===== config.mk =====
export PLATFORM = sky130hd
export DESIGN_NAME = terminal_pixel_pair_color_mapper
export DESIGN_NICKNAME = d
export VERILOG_FILES = /design/src/rtl/core/tppcm_pkg.sv /design/src/rtl/core/terminal_pixel_pair_color_mapper.sv
export SDC_FILE = /design/constraint.sdc
export NUM_CORES = 2
export LEC_CHECK = 0
export BUFFER_PORTS_ARGS = -buffer_cell sky130_fd_sc_hd__buf_2
export CAP_MARGIN = 30
export CORE_MARGIN = 4
export CORE_UTILIZATION = 46
export CTS_BUF_LIST = sky130_fd_sc_hd__clkbuf_8
export CTS_CLUSTER_DIAMETER = 50
export DETAILED_ROUTE_END_ITERATION = 10
export PLACE_DENSITY = 0.68
export SETUP_SLACK_MARGIN = 0.15
export SLEW_MARGIN = 40
export SYNTH_ARGS = -nofsm -noshare
export SYNTH_HDL_FRONTEND = slang
export SYNTH_SLANG_ARGS = --single-unit
export TNS_END_PERCENT = 5

===== constraint.sdc =====
create_clock -name clock -period 14.75 [get_ports clock]
set_clock_uncertainty 0.1 [all_clocks]
set_input_delay 2.2125 -clock clock [delete_from_list [all_inputs] [get_ports clock]]
set_output_delay 2.2125 -clock clock [all_outputs]
set_load 0.01 [all_outputs]

===== src/rtl/core/tppcm_pkg.sv =====
// shared types, palette constants and small mapping functions for the pixel pair color mapper
package tppcm_pkg;

   // render mode register codes
   typedef enum logic [1:0] {
      MODE_ASCII = 2'd0,
      MODE_ANSI  = 2'd1,
      MODE_GREY  = 2'd2,
      MODE_CUBE  = 2'd3
   } mode_type;

   localparam int PAL_SIZE = 8;

   // eight color ansi palette, one array per channel
   localparam logic [7:0] PAL_RED   [PAL_SIZE] =
      '{8'h00, 8'hd0, 8'h10, 8'hf7, 8'h10, 8'hfb, 8'h10, 8'hf0};
   localparam logic [7:0] PAL_GREEN [PAL_SIZE] =
      '{8'h00, 8'h10, 8'he0, 8'hf5, 8'h10, 8'h3d, 8'hf0, 8'hf0};
   localparam logic [7:0] PAL_BLUE  [PAL_SIZE] =
      '{8'h00, 8'h10, 8'h10, 8'h3a, 8'hf0, 8'hf8, 8'hf0, 8'hf0};

   // ansi shortcut codes and limits
   localparam logic [7:0] ANSI_BLACK      = 8'd0;
   localparam logic [7:0] ANSI_WHITE      = 8'd7;
   localparam logic [7:0] DARK_LIMIT      = 8'd30;
   localparam logic [7:0] BRIGHT_LIMIT    = 8'd200;

   // grey ramp base
   localparam logic [7:0] GREY_BASE       = 8'd232;
   localparam logic [7:0] GREY_OFFSET     = 8'd231;
   localparam logic [7:0] CUBE_BASE       = 8'd16;

   // glyph ramp
   localparam int         GLYPH_COUNT     = 11;
   localparam int         GLYPH_DIVISOR   = 46;

   // reciprocal constants: x/3 ~ x*683>>11, x*10/103 ~ x*101810>>20
   localparam logic [20:0] RECIP_THIRD    = 21'd683;
   localparam logic [24:0] RECIP_GREY     = 25'd101810;

   // stage one: per channel products and cheap classifications
   typedef struct packed {
      logic [PAL_SIZE-1:0][2:0][15:0] prod;
      logic [9:0]                     top_sum;
      logic [9:0]                     bot_sum;
      logic [2:0][2:0]                top_lvl;
      logic [2:0][2:0]                bot_lvl;
      logic                           near_black;
      logic                           near_white;
   } stage1_type;

   // stage two: full distances, averages and cube codes
   typedef struct packed {
      logic [PAL_SIZE-1:0][17:0]      pal_dist;
      logic [7:0]                     top_avg;
      logic [7:0]                     bot_avg;
      logic [7:0]                     top_cube;
      logic [7:0]                     bot_cube;
      logic                           near_black;
      logic                           near_white;
   } stage2_type;

   // stage three: two argmin candidates plus finished codes
   typedef struct packed {
      logic [2:0]                     lo_idx;
      logic [17:0]                    lo_dist;
      logic [2:0]                     hi_idx;
      logic [17:0]                    hi_dist;
      logic [7:0]                     top_grey;
      logic [7:0]                     bot_grey;
      logic [7:0]                     top_cube;
      logic [7:0]                     bot_cube;
      logic [3:0]                     glyph;
      logic                           near_black;
      logic                           near_white;
   } stage3_type;

   function automatic logic [7:0] abs_diff(input logic [7:0] a, input logic [7:0] b);
      return (a > b) ? (a - b) : (b - a);
   endfunction

   // floor(c*10/506) as a threshold count
   function automatic logic [2:0] cube_level(input logic [7:0] c);
      logic [2:0] lvl;
      lvl = 3'd0;
      if (c >= 8'd51)  lvl = 3'd1;
      if (c >= 8'd102) lvl = 3'd2;
      if (c >= 8'd152) lvl = 3'd3;
      if (c >= 8'd203) lvl = 3'd4;
      if (c >= 8'd253) lvl = 3'd5;
      return lvl;
   endfunction

   function automatic logic [7:0] cube_code(input logic [2:0][2:0] lvl);
      return CUBE_BASE + 8'(lvl[0]) * 8'd36 + 8'(lvl[1]) * 8'd6 + 8'(lvl[2]);
   endfunction

   // floor(sum/3) for sums up to 765
   function automatic logic [7:0] avg3(input logic [9:0] s);
      logic [20:0] m;
      m = 21'(s) * RECIP_THIRD;
      return m[18:11];
   endfunction

   // max(232, 231 + floor(a*10/103))
   function automatic logic [7:0] grey_code(input logic [7:0] a);
      logic [24:0] m;
      logic [4:0]  k;
      m = 25'(a) * RECIP_GREY;
      k = m[24:20];
      return (k == 5'd0) ? GREY_BASE : GREY_OFFSET + 8'(k);
   endfunction

   // floor(s/46) clamped to the last glyph
   function automatic logic [3:0] glyph_level(input logic [8:0] s);
      logic [3:0] g;
      g = 4'd0;
      for (int k = 1; k < GLYPH_COUNT; k++) begin
         if (s >= 9'(GLYPH_DIVISOR * k)) g = 4'(k);
      end
      return g;
   endfunction

endpackage


===== src/rtl/core/terminal_pixel_pair_color_mapper.sv =====
// pixel pair to terminal color code and glyph index mapper, four stage pipeline
//
//  channel   | ports                    | direction | handshake
//  ----------+--------------------------+-----------+-------------------------
//  request   | req_* six rgb channels   | in        | req_valid / req_ready
//  response  | rsp_* glyph, codes, vld  | out       | rsp_valid / rsp_ready
//  control   | csr_wr_en, csr_wr_data   | in        | write on csr_wr_en, no wait
//
// one item per clock sustained while rsp_ready is high; each item passes the four register
// stages in order: products, distance sums, argmin tree and grey/glyph scaling, final select
// into the output register
// synchronous active high reset empties the pipeline and sets the mode to ascii
// a stalled output holds each full stage that has no empty stage after it; the others move on
module terminal_pixel_pair_color_mapper (
   input  logic       clock,
   input  logic       reset,
   input  logic       csr_wr_en,
   input  logic [1:0] csr_wr_data,
   input  logic       req_valid,
   output logic       req_ready,
   input  logic [7:0] req_top_red,
   input  logic [7:0] req_top_green,
   input  logic [7:0] req_top_blue,
   input  logic [7:0] req_bottom_red,
   input  logic [7:0] req_bottom_green,
   input  logic [7:0] req_bottom_blue,
   output logic       rsp_valid,
   input  logic       rsp_ready,
   output logic [3:0] rsp_glyph_index,
   output logic [7:0] rsp_top_color,
   output logic [7:0] rsp_bottom_color,
   output logic       rsp_top_valid,
   output logic       rsp_bottom_valid
);

   tppcm_pkg::mode_type   mode_ff;
   tppcm_pkg::stage1_type s1_ff, s1_in;
   tppcm_pkg::stage2_type s2_ff, s2_in;
   tppcm_pkg::stage3_type s3_ff, s3_in;
   logic                  v1_ff, v2_ff, v3_ff, v4_ff;
   logic                  adv1, adv2, adv3, adv4;
   logic [3:0]            glyph_ff, glyph_in;
   logic [7:0]            top_ff, top_in, bot_ff, bot_in;
   logic                  tv_ff, tv_in, bv_ff, bv_in;
   logic [7:0]            chan [3];

   // mode register
   always_ff @(posedge clock) begin
      if (reset) begin
         mode_ff <= tppcm_pkg::MODE_ASCII;
      end else if (csr_wr_en) begin
         mode_ff <= tppcm_pkg::mode_type'(csr_wr_data);
      end
   end

   // stage advance: a stage loads when it is empty or its contents move on
   assign adv4      = !v4_ff || rsp_ready;
   assign adv3      = !v3_ff || adv4;
   assign adv2      = !v2_ff || adv3;
   assign adv1      = !v1_ff || adv2;
   assign req_ready = adv1;

   always_ff @(posedge clock) begin
      if (reset) begin
         v1_ff <= 1'b0;
         v2_ff <= 1'b0;
         v3_ff <= 1'b0;
         v4_ff <= 1'b0;
      end else begin
         if (adv1) v1_ff <= req_valid;
         if (adv2) v2_ff <= v1_ff;
         if (adv3) v3_ff <= v2_ff;
         if (adv4) v4_ff <= v3_ff;
      end
   end

   // stage one: |pal - c| * c for every palette entry and channel
   assign chan[0] = req_top_red;
   assign chan[1] = req_top_green;
   assign chan[2] = req_top_blue;

   always_comb begin
      for (int i = 0; i < tppcm_pkg::PAL_SIZE; i++) begin
         s1_in.prod[i][0] = 16'(tppcm_pkg::abs_diff(tppcm_pkg::PAL_RED[i], chan[0]))
                            * 16'(chan[0]);
         s1_in.prod[i][1] = 16'(tppcm_pkg::abs_diff(tppcm_pkg::PAL_GREEN[i], chan[1]))
                            * 16'(chan[1]);
         s1_in.prod[i][2] = 16'(tppcm_pkg::abs_diff(tppcm_pkg::PAL_BLUE[i], chan[2]))
                            * 16'(chan[2]);
      end
      s1_in.top_sum    = 10'(req_top_red) + 10'(req_top_green) + 10'(req_top_blue);
      s1_in.bot_sum    = 10'(req_bottom_red) + 10'(req_bottom_green)
                         + 10'(req_bottom_blue);
      s1_in.top_lvl[0] = tppcm_pkg::cube_level(req_top_red);
      s1_in.top_lvl[1] = tppcm_pkg::cube_level(req_top_green);
      s1_in.top_lvl[2] = tppcm_pkg::cube_level(req_top_blue);
      s1_in.bot_lvl[0] = tppcm_pkg::cube_level(req_bottom_red);
      s1_in.bot_lvl[1] = tppcm_pkg::cube_level(req_bottom_green);
      s1_in.bot_lvl[2] = tppcm_pkg::cube_level(req_bottom_blue);
      s1_in.near_black = (req_top_red < tppcm_pkg::DARK_LIMIT)
                         && (req_top_green < tppcm_pkg::DARK_LIMIT)
                         && (req_top_blue < tppcm_pkg::DARK_LIMIT);
      s1_in.near_white = (req_top_red > tppcm_pkg::BRIGHT_LIMIT)
                         && (req_top_green > tppcm_pkg::BRIGHT_LIMIT)
                         && (req_top_blue > tppcm_pkg::BRIGHT_LIMIT);
   end

   always_ff @(posedge clock) begin
      if (adv1) s1_ff <= s1_in;
   end

   // stage two: distance sums, channel averages, cube codes
   always_comb begin
      for (int i = 0; i < tppcm_pkg::PAL_SIZE; i++) begin
         s2_in.pal_dist[i] = 18'(s1_ff.prod[i][0]) + 18'(s1_ff.prod[i][1])
                             + 18'(s1_ff.prod[i][2]);
      end
      s2_in.top_avg    = tppcm_pkg::avg3(s1_ff.top_sum);
      s2_in.bot_avg    = tppcm_pkg::avg3(s1_ff.bot_sum);
      s2_in.top_cube   = tppcm_pkg::cube_code(s1_ff.top_lvl);
      s2_in.bot_cube   = tppcm_pkg::cube_code(s1_ff.bot_lvl);
      s2_in.near_black = s1_ff.near_black;
      s2_in.near_white = s1_ff.near_white;
   end

   always_ff @(posedge clock) begin
      if (adv2) s2_ff <= s2_in;
   end

   // stage three: argmin tree down to two candidates, grey codes, glyph
   logic [3:0][2:0]  pair_idx;
   logic [3:0][17:0] pair_dist;

   always_comb begin
      // the higher index wins only on a strictly smaller distance
      for (int j = 0; j < 4; j++) begin
         if (s2_ff.pal_dist[2*j+1] < s2_ff.pal_dist[2*j]) begin
            pair_idx[j]  = 3'(2*j+1);
            pair_dist[j] = s2_ff.pal_dist[2*j+1];
         end else begin
            pair_idx[j]  = 3'(2*j);
            pair_dist[j] = s2_ff.pal_dist[2*j];
         end
      end
      if (pair_dist[1] < pair_dist[0]) begin
         s3_in.lo_idx  = pair_idx[1];
         s3_in.lo_dist = pair_dist[1];
      end else begin
         s3_in.lo_idx  = pair_idx[0];
         s3_in.lo_dist = pair_dist[0];
      end
      if (pair_dist[3] < pair_dist[2]) begin
         s3_in.hi_idx  = pair_idx[3];
         s3_in.hi_dist = pair_dist[3];
      end else begin
         s3_in.hi_idx  = pair_idx[2];
         s3_in.hi_dist = pair_dist[2];
      end
      s3_in.top_grey   = tppcm_pkg::grey_code(s2_ff.top_avg);
      s3_in.bot_grey   = tppcm_pkg::grey_code(s2_ff.bot_avg);
      s3_in.glyph      = tppcm_pkg::glyph_level(9'(s2_ff.top_avg) + 9'(s2_ff.bot_avg));
      s3_in.top_cube   = s2_ff.top_cube;
      s3_in.bot_cube   = s2_ff.bot_cube;
      s3_in.near_black = s2_ff.near_black;
      s3_in.near_white = s2_ff.near_white;
   end

   always_ff @(posedge clock) begin
      if (adv3) s3_ff <= s3_in;
   end

   // stage four: last argmin step and mode select into the output register
   logic [7:0] ansi_code;

   always_comb begin
      if (s3_ff.near_black) begin
         ansi_code = tppcm_pkg::ANSI_BLACK;
      end else if (s3_ff.near_white) begin
         ansi_code = tppcm_pkg::ANSI_WHITE;
      end else if (s3_ff.hi_dist < s3_ff.lo_dist) begin
         ansi_code = 8'(s3_ff.hi_idx);
      end else begin
         ansi_code = 8'(s3_ff.lo_idx);
      end

      glyph_in = s3_ff.glyph;
      top_in   = 8'd0;
      bot_in   = 8'd0;
      tv_in    = 1'b0;
      bv_in    = 1'b0;
      case (mode_ff)
         tppcm_pkg::MODE_ANSI: begin
            top_in = ansi_code;
            tv_in  = 1'b1;
         end
         tppcm_pkg::MODE_GREY: begin
            top_in = s3_ff.top_grey;
            bot_in = s3_ff.bot_grey;
            tv_in  = 1'b1;
            bv_in  = 1'b1;
         end
         tppcm_pkg::MODE_CUBE: begin
            top_in = s3_ff.top_cube;
            bot_in = s3_ff.bot_cube;
            tv_in  = 1'b1;
            bv_in  = 1'b1;
         end
         default: begin
            top_in = 8'd0;
         end
      endcase
   end

   always_ff @(posedge clock) begin
      if (adv4) begin
         glyph_ff <= glyph_in;
         top_ff   <= top_in;
         bot_ff   <= bot_in;
         tv_ff    <= tv_in;
         bv_ff    <= bv_in;
      end
   end

   assign rsp_valid        = v4_ff;
   assign rsp_glyph_index  = glyph_ff;
   assign rsp_top_color    = top_ff;
   assign rsp_bottom_color = bot_ff;
   assign rsp_top_valid    = tv_ff;
   assign rsp_bottom_valid = bv_ff;

   // checks on the result item
   a_glyph_range: assert property (@(posedge clock) disable iff (reset)
      rsp_valid |-> rsp_glyph_index <= 4'd10)
      else $error("glyph index beyond ramp");

   a_top_zero: assert property (@(posedge clock) disable iff (reset)
      rsp_valid && !rsp_top_valid |-> rsp_top_color == 8'd0 && rsp_bottom_color == 8'd0)
      else $error("color code set in ascii mode");

   a_bottom_implies_top: assert property (@(posedge clock) disable iff (reset)
      rsp_valid && rsp_bottom_valid |-> rsp_top_valid && rsp_bottom_color >= 8'd16)
      else $error("bottom code without top code or below cube range");

   a_ansi_range: assert property (@(posedge clock) disable iff (reset)
      rsp_valid && rsp_top_valid && !rsp_bottom_valid |-> rsp_top_color <= 8'd7)
      else $error("ansi code beyond palette");

   a_ready_when_empty: assert property (@(posedge clock) disable iff (reset)
      !v1_ff && !v2_ff && !v3_ff && !v4_ff |-> req_ready)
      else $error("empty pipeline refuses an item");

endmodule

## Word level (Yosys, flattened, before mapping)

Index checks and enable logic that the tools add are counted.

- $add $sub $neg: 60
- $mul: 25
- Order comparisons: 70
- Equal/unequal tests: 3
- Multiplexer cells: 67
- Reduce and logical (&&, ||, !) cells: 23

Operators with widths:

| kind | count |
|---|---|
| 8-bit by 8-bit multiplier with 16-bit output | 17 |
| 17-bit by 16-bit adder with 18-bit output | 8 |
| 8-bit >= comparator (second input constant) | 18 |
| 16-bit by 16-bit adder with 17-bit output | 8 |
| 8-bit 2-to-1 mux | 17 |
| 18-bit less-than comparator | 7 |
| 8-bit > comparator (first input constant) | 9 |
| 18-bit 2-to-1 mux | 4 |
| 8-bit subtractor (first input constant) | 9 |
| 8-bit subtractor (second input constant) | 9 |
| 8-bit by 6-bit >= comparator with 1-bit output (second input constant) | 6 |
| 8-bit by 7-bit >= comparator with 1-bit output (second input constant) | 6 |
| 8-bit by 16-bit multiplier with 24-bit output (second input constant) | 2 |
| 9-bit >= comparator (second input constant) | 5 |
| 3-bit 2-to-1 mux | 15 |
| 21-bit 2-to-1 mux | 2 |
| 10-bit by 10-bit multiplier with 19-bit output (second input constant) | 2 |
| 8-bit by 8-bit adder with 9-bit output | 3 |
| 9-bit by 8-bit >= comparator with 1-bit output (second input constant) | 3 |
| 1-bit by 8-bit > comparator with 1-bit output (first input constant) | 3 |
| 5-bit by 8-bit > comparator with 1-bit output (first input constant) | 3 |
| 8-bit > comparator (second input constant) | 3 |
| 8-bit by 5-bit less-than comparator with 1-bit output (second input constant) | 3 |
| 4-bit 2-to-1 mux | 6 |
| 27 further kinds | 80 |

- Bits in registers: 598
- Input bits: 55
- Output and inout bits: 24
- Word-level logic and storage cells: 317

## Longest topological paths before layout

- Depth after elaboration: 11
- Depth in mapped cells: 29
- Mapped depth without buffers: 26

## Least setup slack after synthesis

OpenSTA, ideal clock, no wires.

- Path kind: input to output
- Start: input rsp_ready
- End: output req_ready
- Arrival time: 8767 ps
- Path slack: 3671 ps
- Cell stages on the path: 3
- Buffers on the path: 0
- Path through: nor2b_1 and3_1 nand2_1

- Word-level cells in the longest chain between the ends: 4

RTL lines:

| what | RTL line | source |
|---|---|---|
| start: declaration | terminal_pixel_pair_color_mapper.sv:28 | `input logic rsp_ready,` |
| 1-bit logical OR | terminal_pixel_pair_color_mapper.sv:57 | `assign adv4 = !v4_ff \|\| rsp_ready;` |
| 1-bit logical OR | terminal_pixel_pair_color_mapper.sv:58 | `assign adv3 = !v3_ff \|\| adv4;` |
| 1-bit logical OR | terminal_pixel_pair_color_mapper.sv:59 | `assign adv2 = !v2_ff \|\| adv3;` |
| 1-bit logical OR | terminal_pixel_pair_color_mapper.sv:60 | `assign adv1 = !v1_ff \|\| adv2;` |
| end: declaration | terminal_pixel_pair_color_mapper.sv:20 | `output logic req_ready,` |

Every way passes these cells.

==> results by stage <==
Yosys:
- The number of instances in the synthesized netlist is 7472.
- For this run, asynchronously set or reset flops after synthesis account for 0.
- During synthesis, Yosys emitted a total of 0 warnings.
- In this run the cell area of the synthesized design comes to 0.0745 mm2.
- In this run, synthesis produced a sequential element count of 574.
- The share of synthesized cell area in and, or, nand and nor gates is 0.123.
- The complex-gate fraction of the synthesized area came to 0.0872.
- Of the total synthesized cell area, the portion taken by full adders, half adders and majority gates is 0.418.
- The unique cell type count in the Yosys netlist is 87.
- The xor/xnor share of the synthesized area is 0.0485.
- The number of flops mapped to enable cells by yosys is 568.
- The largest family of logic cells by synthesized area is adder cells.
- Sorting the synthesized cells by area gives the leading types as sky130_fd_sc_hd__edfxtp_1, sky130_fd_sc_hd__fa_1, sky130_fd_sc_hd__ha_1, sky130_fd_sc_hd__inv_1, sky130_fd_sc_hd__xnor2_1.
- For this run, the leading register cell type out of synthesis is sky130_fd_sc_hd__edfxtp_1.
- Summed over all instances, the cell type with the most area after synthesis is sky130_fd_sc_hd__edfxtp_1.
- A synthesized cell averages 9.98 um2.
- The sequential share of the synthesized area is 0.230.
- Of the post-synthesis cell area, the part taken by muxes is 0.0183.
- Of the post-synthesis cell area, the dominant cell type holds 0.229.

STA:
- In the final timing run, aggregate negative setup slack is 0 ns.
- Dividing the final minimum period by the clock period gives 0.618.
- Setup repair after global routing left no endpoint under its margin.
- The slew at the pin closest to its max-slew limit is 0.963 ns.
- The worst-case headroom to the max-slew limit is 0.351.
- The total count of max-transition violations in the final report is 0.
- The clock period minus worst slack is 9.12 ns.
- The final hold violation count is 0.
- Derived from the worst setup path, the maximum achievable clock frequency is 110 MHz.
- The total of endpoints with negative setup slack in the final report is 0.

Worst hold path:
- In this run the most critical hold path is launched from s2_ff[10]$_DFFE_PP_.
- The terminating pin of the worst hold path is s3_ff[14]$_DFFE_PP_.
- The kind of path behind the tightest hold check is reg -> reg.
- The number of stages on the worst hold path is 0.

Detailed routing:
- For this run, the detailed router's first-pass iteration total came to 6.
- The count of unresolved DRC violations after routing is 0.
- Dividing the detail-routed via count by the number of cells gives 5.44.
- In this run the remaining antenna-violating nets after routing total 0.
- The average wire length per cell after detail routing is 20.3 um.
- The violation count after the first detailed-routing iteration is 4080.
- The detailed-route via count is 53400.
- Summed over all layers, the routed wires come to 199000 um.

Global route:
- The maximum number of pins on one net before global-route repair is 91.
- The wire length of the first global-routing pass is 313000 um.
- The initial antenna violation count is 7.
- The total overflow left after global routing is 0.
- The overall global routing resource usage is 0.240.
- The number of global-route vias before repair was 55200.

Worst setup path:
- Among all stages on the critical path, the largest delay is contributed by sky130_fd_sc_hd__a21oi_1.
- Traced cell by cell, the critical path runs through buf_2 > buf_4 > clkinv_1 > buf_4 > nor3_2 > nand3_1 > nand2_1 > nand2_1 > a21oi_1 > nand2_1 > fa_1 > fa_1 > fa_1 > fa_1 > inv_1 > ha_1 > a21boi_0 > o21ai_0 > a21oi_1 > a21oi_1 > xnor2_1.
- STA puts the critical path data arrival time at 9.52 ns.
- The startpoint identified for the worst register-to-register timing path is s2_ff[125]$_DFFE_PP_.
- On the worst path, the slowest cell contributes a delay of 0.74 ns.
- The category of the worst setup path capture point is a register.
- Setup slack on the worst reg-to-reg path comes out at 8.85 ns.
- Data on the critical path is required at its endpoint by 15.15 ns.
- The type of the worst setup path is in -> reg.
- In this run the critical register-to-register path is captured at s3_ff[55]$_DFFE_PP_.
- The worst-case reg-to-reg path depth is 17.
- The kind of start point of the critical path is a primary input.
- The top fanout value on the critical path is 32.
- The most numerous cell type found on the critical path is sky130_fd_sc_hd__fa_1.

Cells and area:
- The share of final-layout standard cells stronger than drive strength 1 is 0.0545.
- The top cell types in the final layout, fill and taps aside, are sky130_fd_sc_hd__inv_1, sky130_fd_sc_hd__ha_1, sky130_fd_sc_hd__fa_1, sky130_fd_sc_hd__nor2_1, sky130_fd_sc_hd__edfxtp_1.
- The area used by sequential logic in the layout is 0.0172 mm2.
- Leaving out fill and tap cells, the most frequent cell in the layout is sky130_fd_sc_hd__inv_1.
- In the final layout, the multi-input gates occupy 0.0519 mm2.
- After filler insertion, the fill cell instance count of the layout stands at 14600.
- The number of nets in the layout is 9604.
- The finished cells cover 0.0799 mm2.
- Compared with the post-synthesis result, the final layout area differs by 7.20%.

Placement:
- The count of buffers from port buffering is 78.
- The routability-driven placement congestion ratio is 0.941.
- Once placement finished, the instance area stood at 0.0775 mm2.
- The HPWL after detailed placement is 163000 um.

Clock tree:
- The clock tree buffer depth is 3.
- The number of buffers added to fix hold violations after cts is 0.
- The number of levels in the clock H-tree is 3.
- The post-cts gate resize count is 0.
- The clock edge transition at the registers on the reported setup and hold paths is 0.06 ns.
- TritonCTS created 108 clock buffers.
- The tree is rooted in a sky130_fd_sc_hd__clkbuf_8.
- The number of setup buffers added after CTS is 0.
- TritonCTS built the clock tree.
- Counting every sink on the clock net gives 574.
- The latest clock arrival within the worst-skew pair is 0.85 ns.

Floorplan:
- The die height is 411 um.
- The floorplan step set the die width to 411 um.
- The floorplan has 147 rows.
- The effective utilization at floorplan is 0.464.
- In this run the count of I/O pins placed on the die edge is 79.
- The area inside the core boundary is 0.161 mm2.
- The die covers 0.169 mm2.

Run status:
- The run finished with clean final reports.

Run:
- Across the run, the number of max-cap violations was 0.
## metal layers
layer | part of all wire | track usage | wire length (um) | up-vias
li1 | - | - | - | 25000
met1 | 0.42 | 0.312 | 83100 | 26100
met2 | 0.46 | 0.386 | 91000 | 1806
met3 | 0.063 | 0.0332 | 12500 | 436
met4 | 0.064 | 0.133 | 12900 | 0
met5 | 0 | 0 | 0 | -
## logic make-up after synthesis
family,after synthesis
muxes,133
AOI/OAI and AO/OA,997
DFF,574
adders and majority gates,1992
other,1
xor gates and xnor gates,413
and+or+nand+nor,1891
buffers and inverters,1471
## cells in the mapped netlist, types with 53 or more instances
cell type                  number
sky130_fd_sc_hd__edfxtp_1     568
sky130_fd_sc_hd__o21ai_0      197
sky130_fd_sc_hd__nor2b_1      137
sky130_fd_sc_hd__clkbuf_1     122
sky130_fd_sc_hd__o21a_1        53
sky130_fd_sc_hd__fa_1         831
sky130_fd_sc_hd__a21o_1        83
sky130_fd_sc_hd__xor2_1        69
sky130_fd_sc_hd__ha_1        1161
sky130_fd_sc_hd__inv_1       1305
sky130_fd_sc_hd__nor2_1       618
sky130_fd_sc_hd__nor3_1       116
sky130_fd_sc_hd__and2_1       290
sky130_fd_sc_hd__nand2_1      367
sky130_fd_sc_hd__xnor2_1      344
sky130_fd_sc_hd__mux2i_1      105
sky130_fd_sc_hd__nand3_1       81
sky130_fd_sc_hd__nand2b_1      80
sky130_fd_sc_hd__a21oi_1      286
## critical path: cells and delay by family
| family | cells | cell delay [ns] |
|---|---|---|
| and+or+nand+nor | 5 | 1.23 |
| adders and majority gates | 5 | 2.40 |
| buffers and inverters | 5 | 1.57 |
| AOI/OAI and AO/OA | 5 | 1.50 |
| xor gates and xnor gates | 1 | 0.58 |
## worst max-delay path by stage
stage                           from              endpoint  slack, ns
detailed placement    req_top_red[2]  s1_ff[195]$_DFFE_PP_       4.82
finish                req_top_red[2]  s1_ff[195]$_DFFE_PP_       5.63
global route        req_top_green[1]  s1_ff[165]$_DFFE_PP_       5.25
CTS                   req_top_red[2]  s1_ff[195]$_DFFE_PP_       5.69
floorplan                  rsp_ready             req_ready       3.67
global placement    req_top_green[0]  s1_ff[165]$_DFFE_PP_       4.68
## flip-flops by register name, indices dropped and copies added (netlist names)
signal and flops:
rsp_bottom_color 8, rsp_glyph_index 4, rsp_valid 1, rsp_bottom_valid 1, v3_ff 1, rsp_top_valid 1
v1_ff 1, mode_ff 2, s2_ff 173, glyph_in 4, v2_ff 1, s3_ff 72
rsp_top_color 8, s1_ff 297
## through the flow
stage,hold WS [ns],util,setup slack (ns),instances
after floorplan,0.300,-,3.67,7478
after global placement,0.302,0.482,4.68,9604
after detailed placement,0.306,0.482,4.82,9606
after CTS,0.320,0.497,5.69,9807
after global routing,0.335,0.497,5.25,9809
final,0.315,0.497,5.63,9812
## area by class of cell
| cell class | instances | area share |
|---|---|---|
| inverter | 1315 | 0.0619 |
| multi-input combinational | 5433 | 0.650 |
| antenna | 4 | 0.000125 |
| clock buffer | 114 | 0.0196 |
| timing repair buffer | 125 | 0.0101 |
| sequential | 574 | 0.215 |
| tap | 2160 | 0.0338 |
| clock inverter | 87 | 0.00966 |
Power is left out: the tool's default activity adds up to more than one toggle a clock period on the data nets, which glitch-free logic cannot reach.
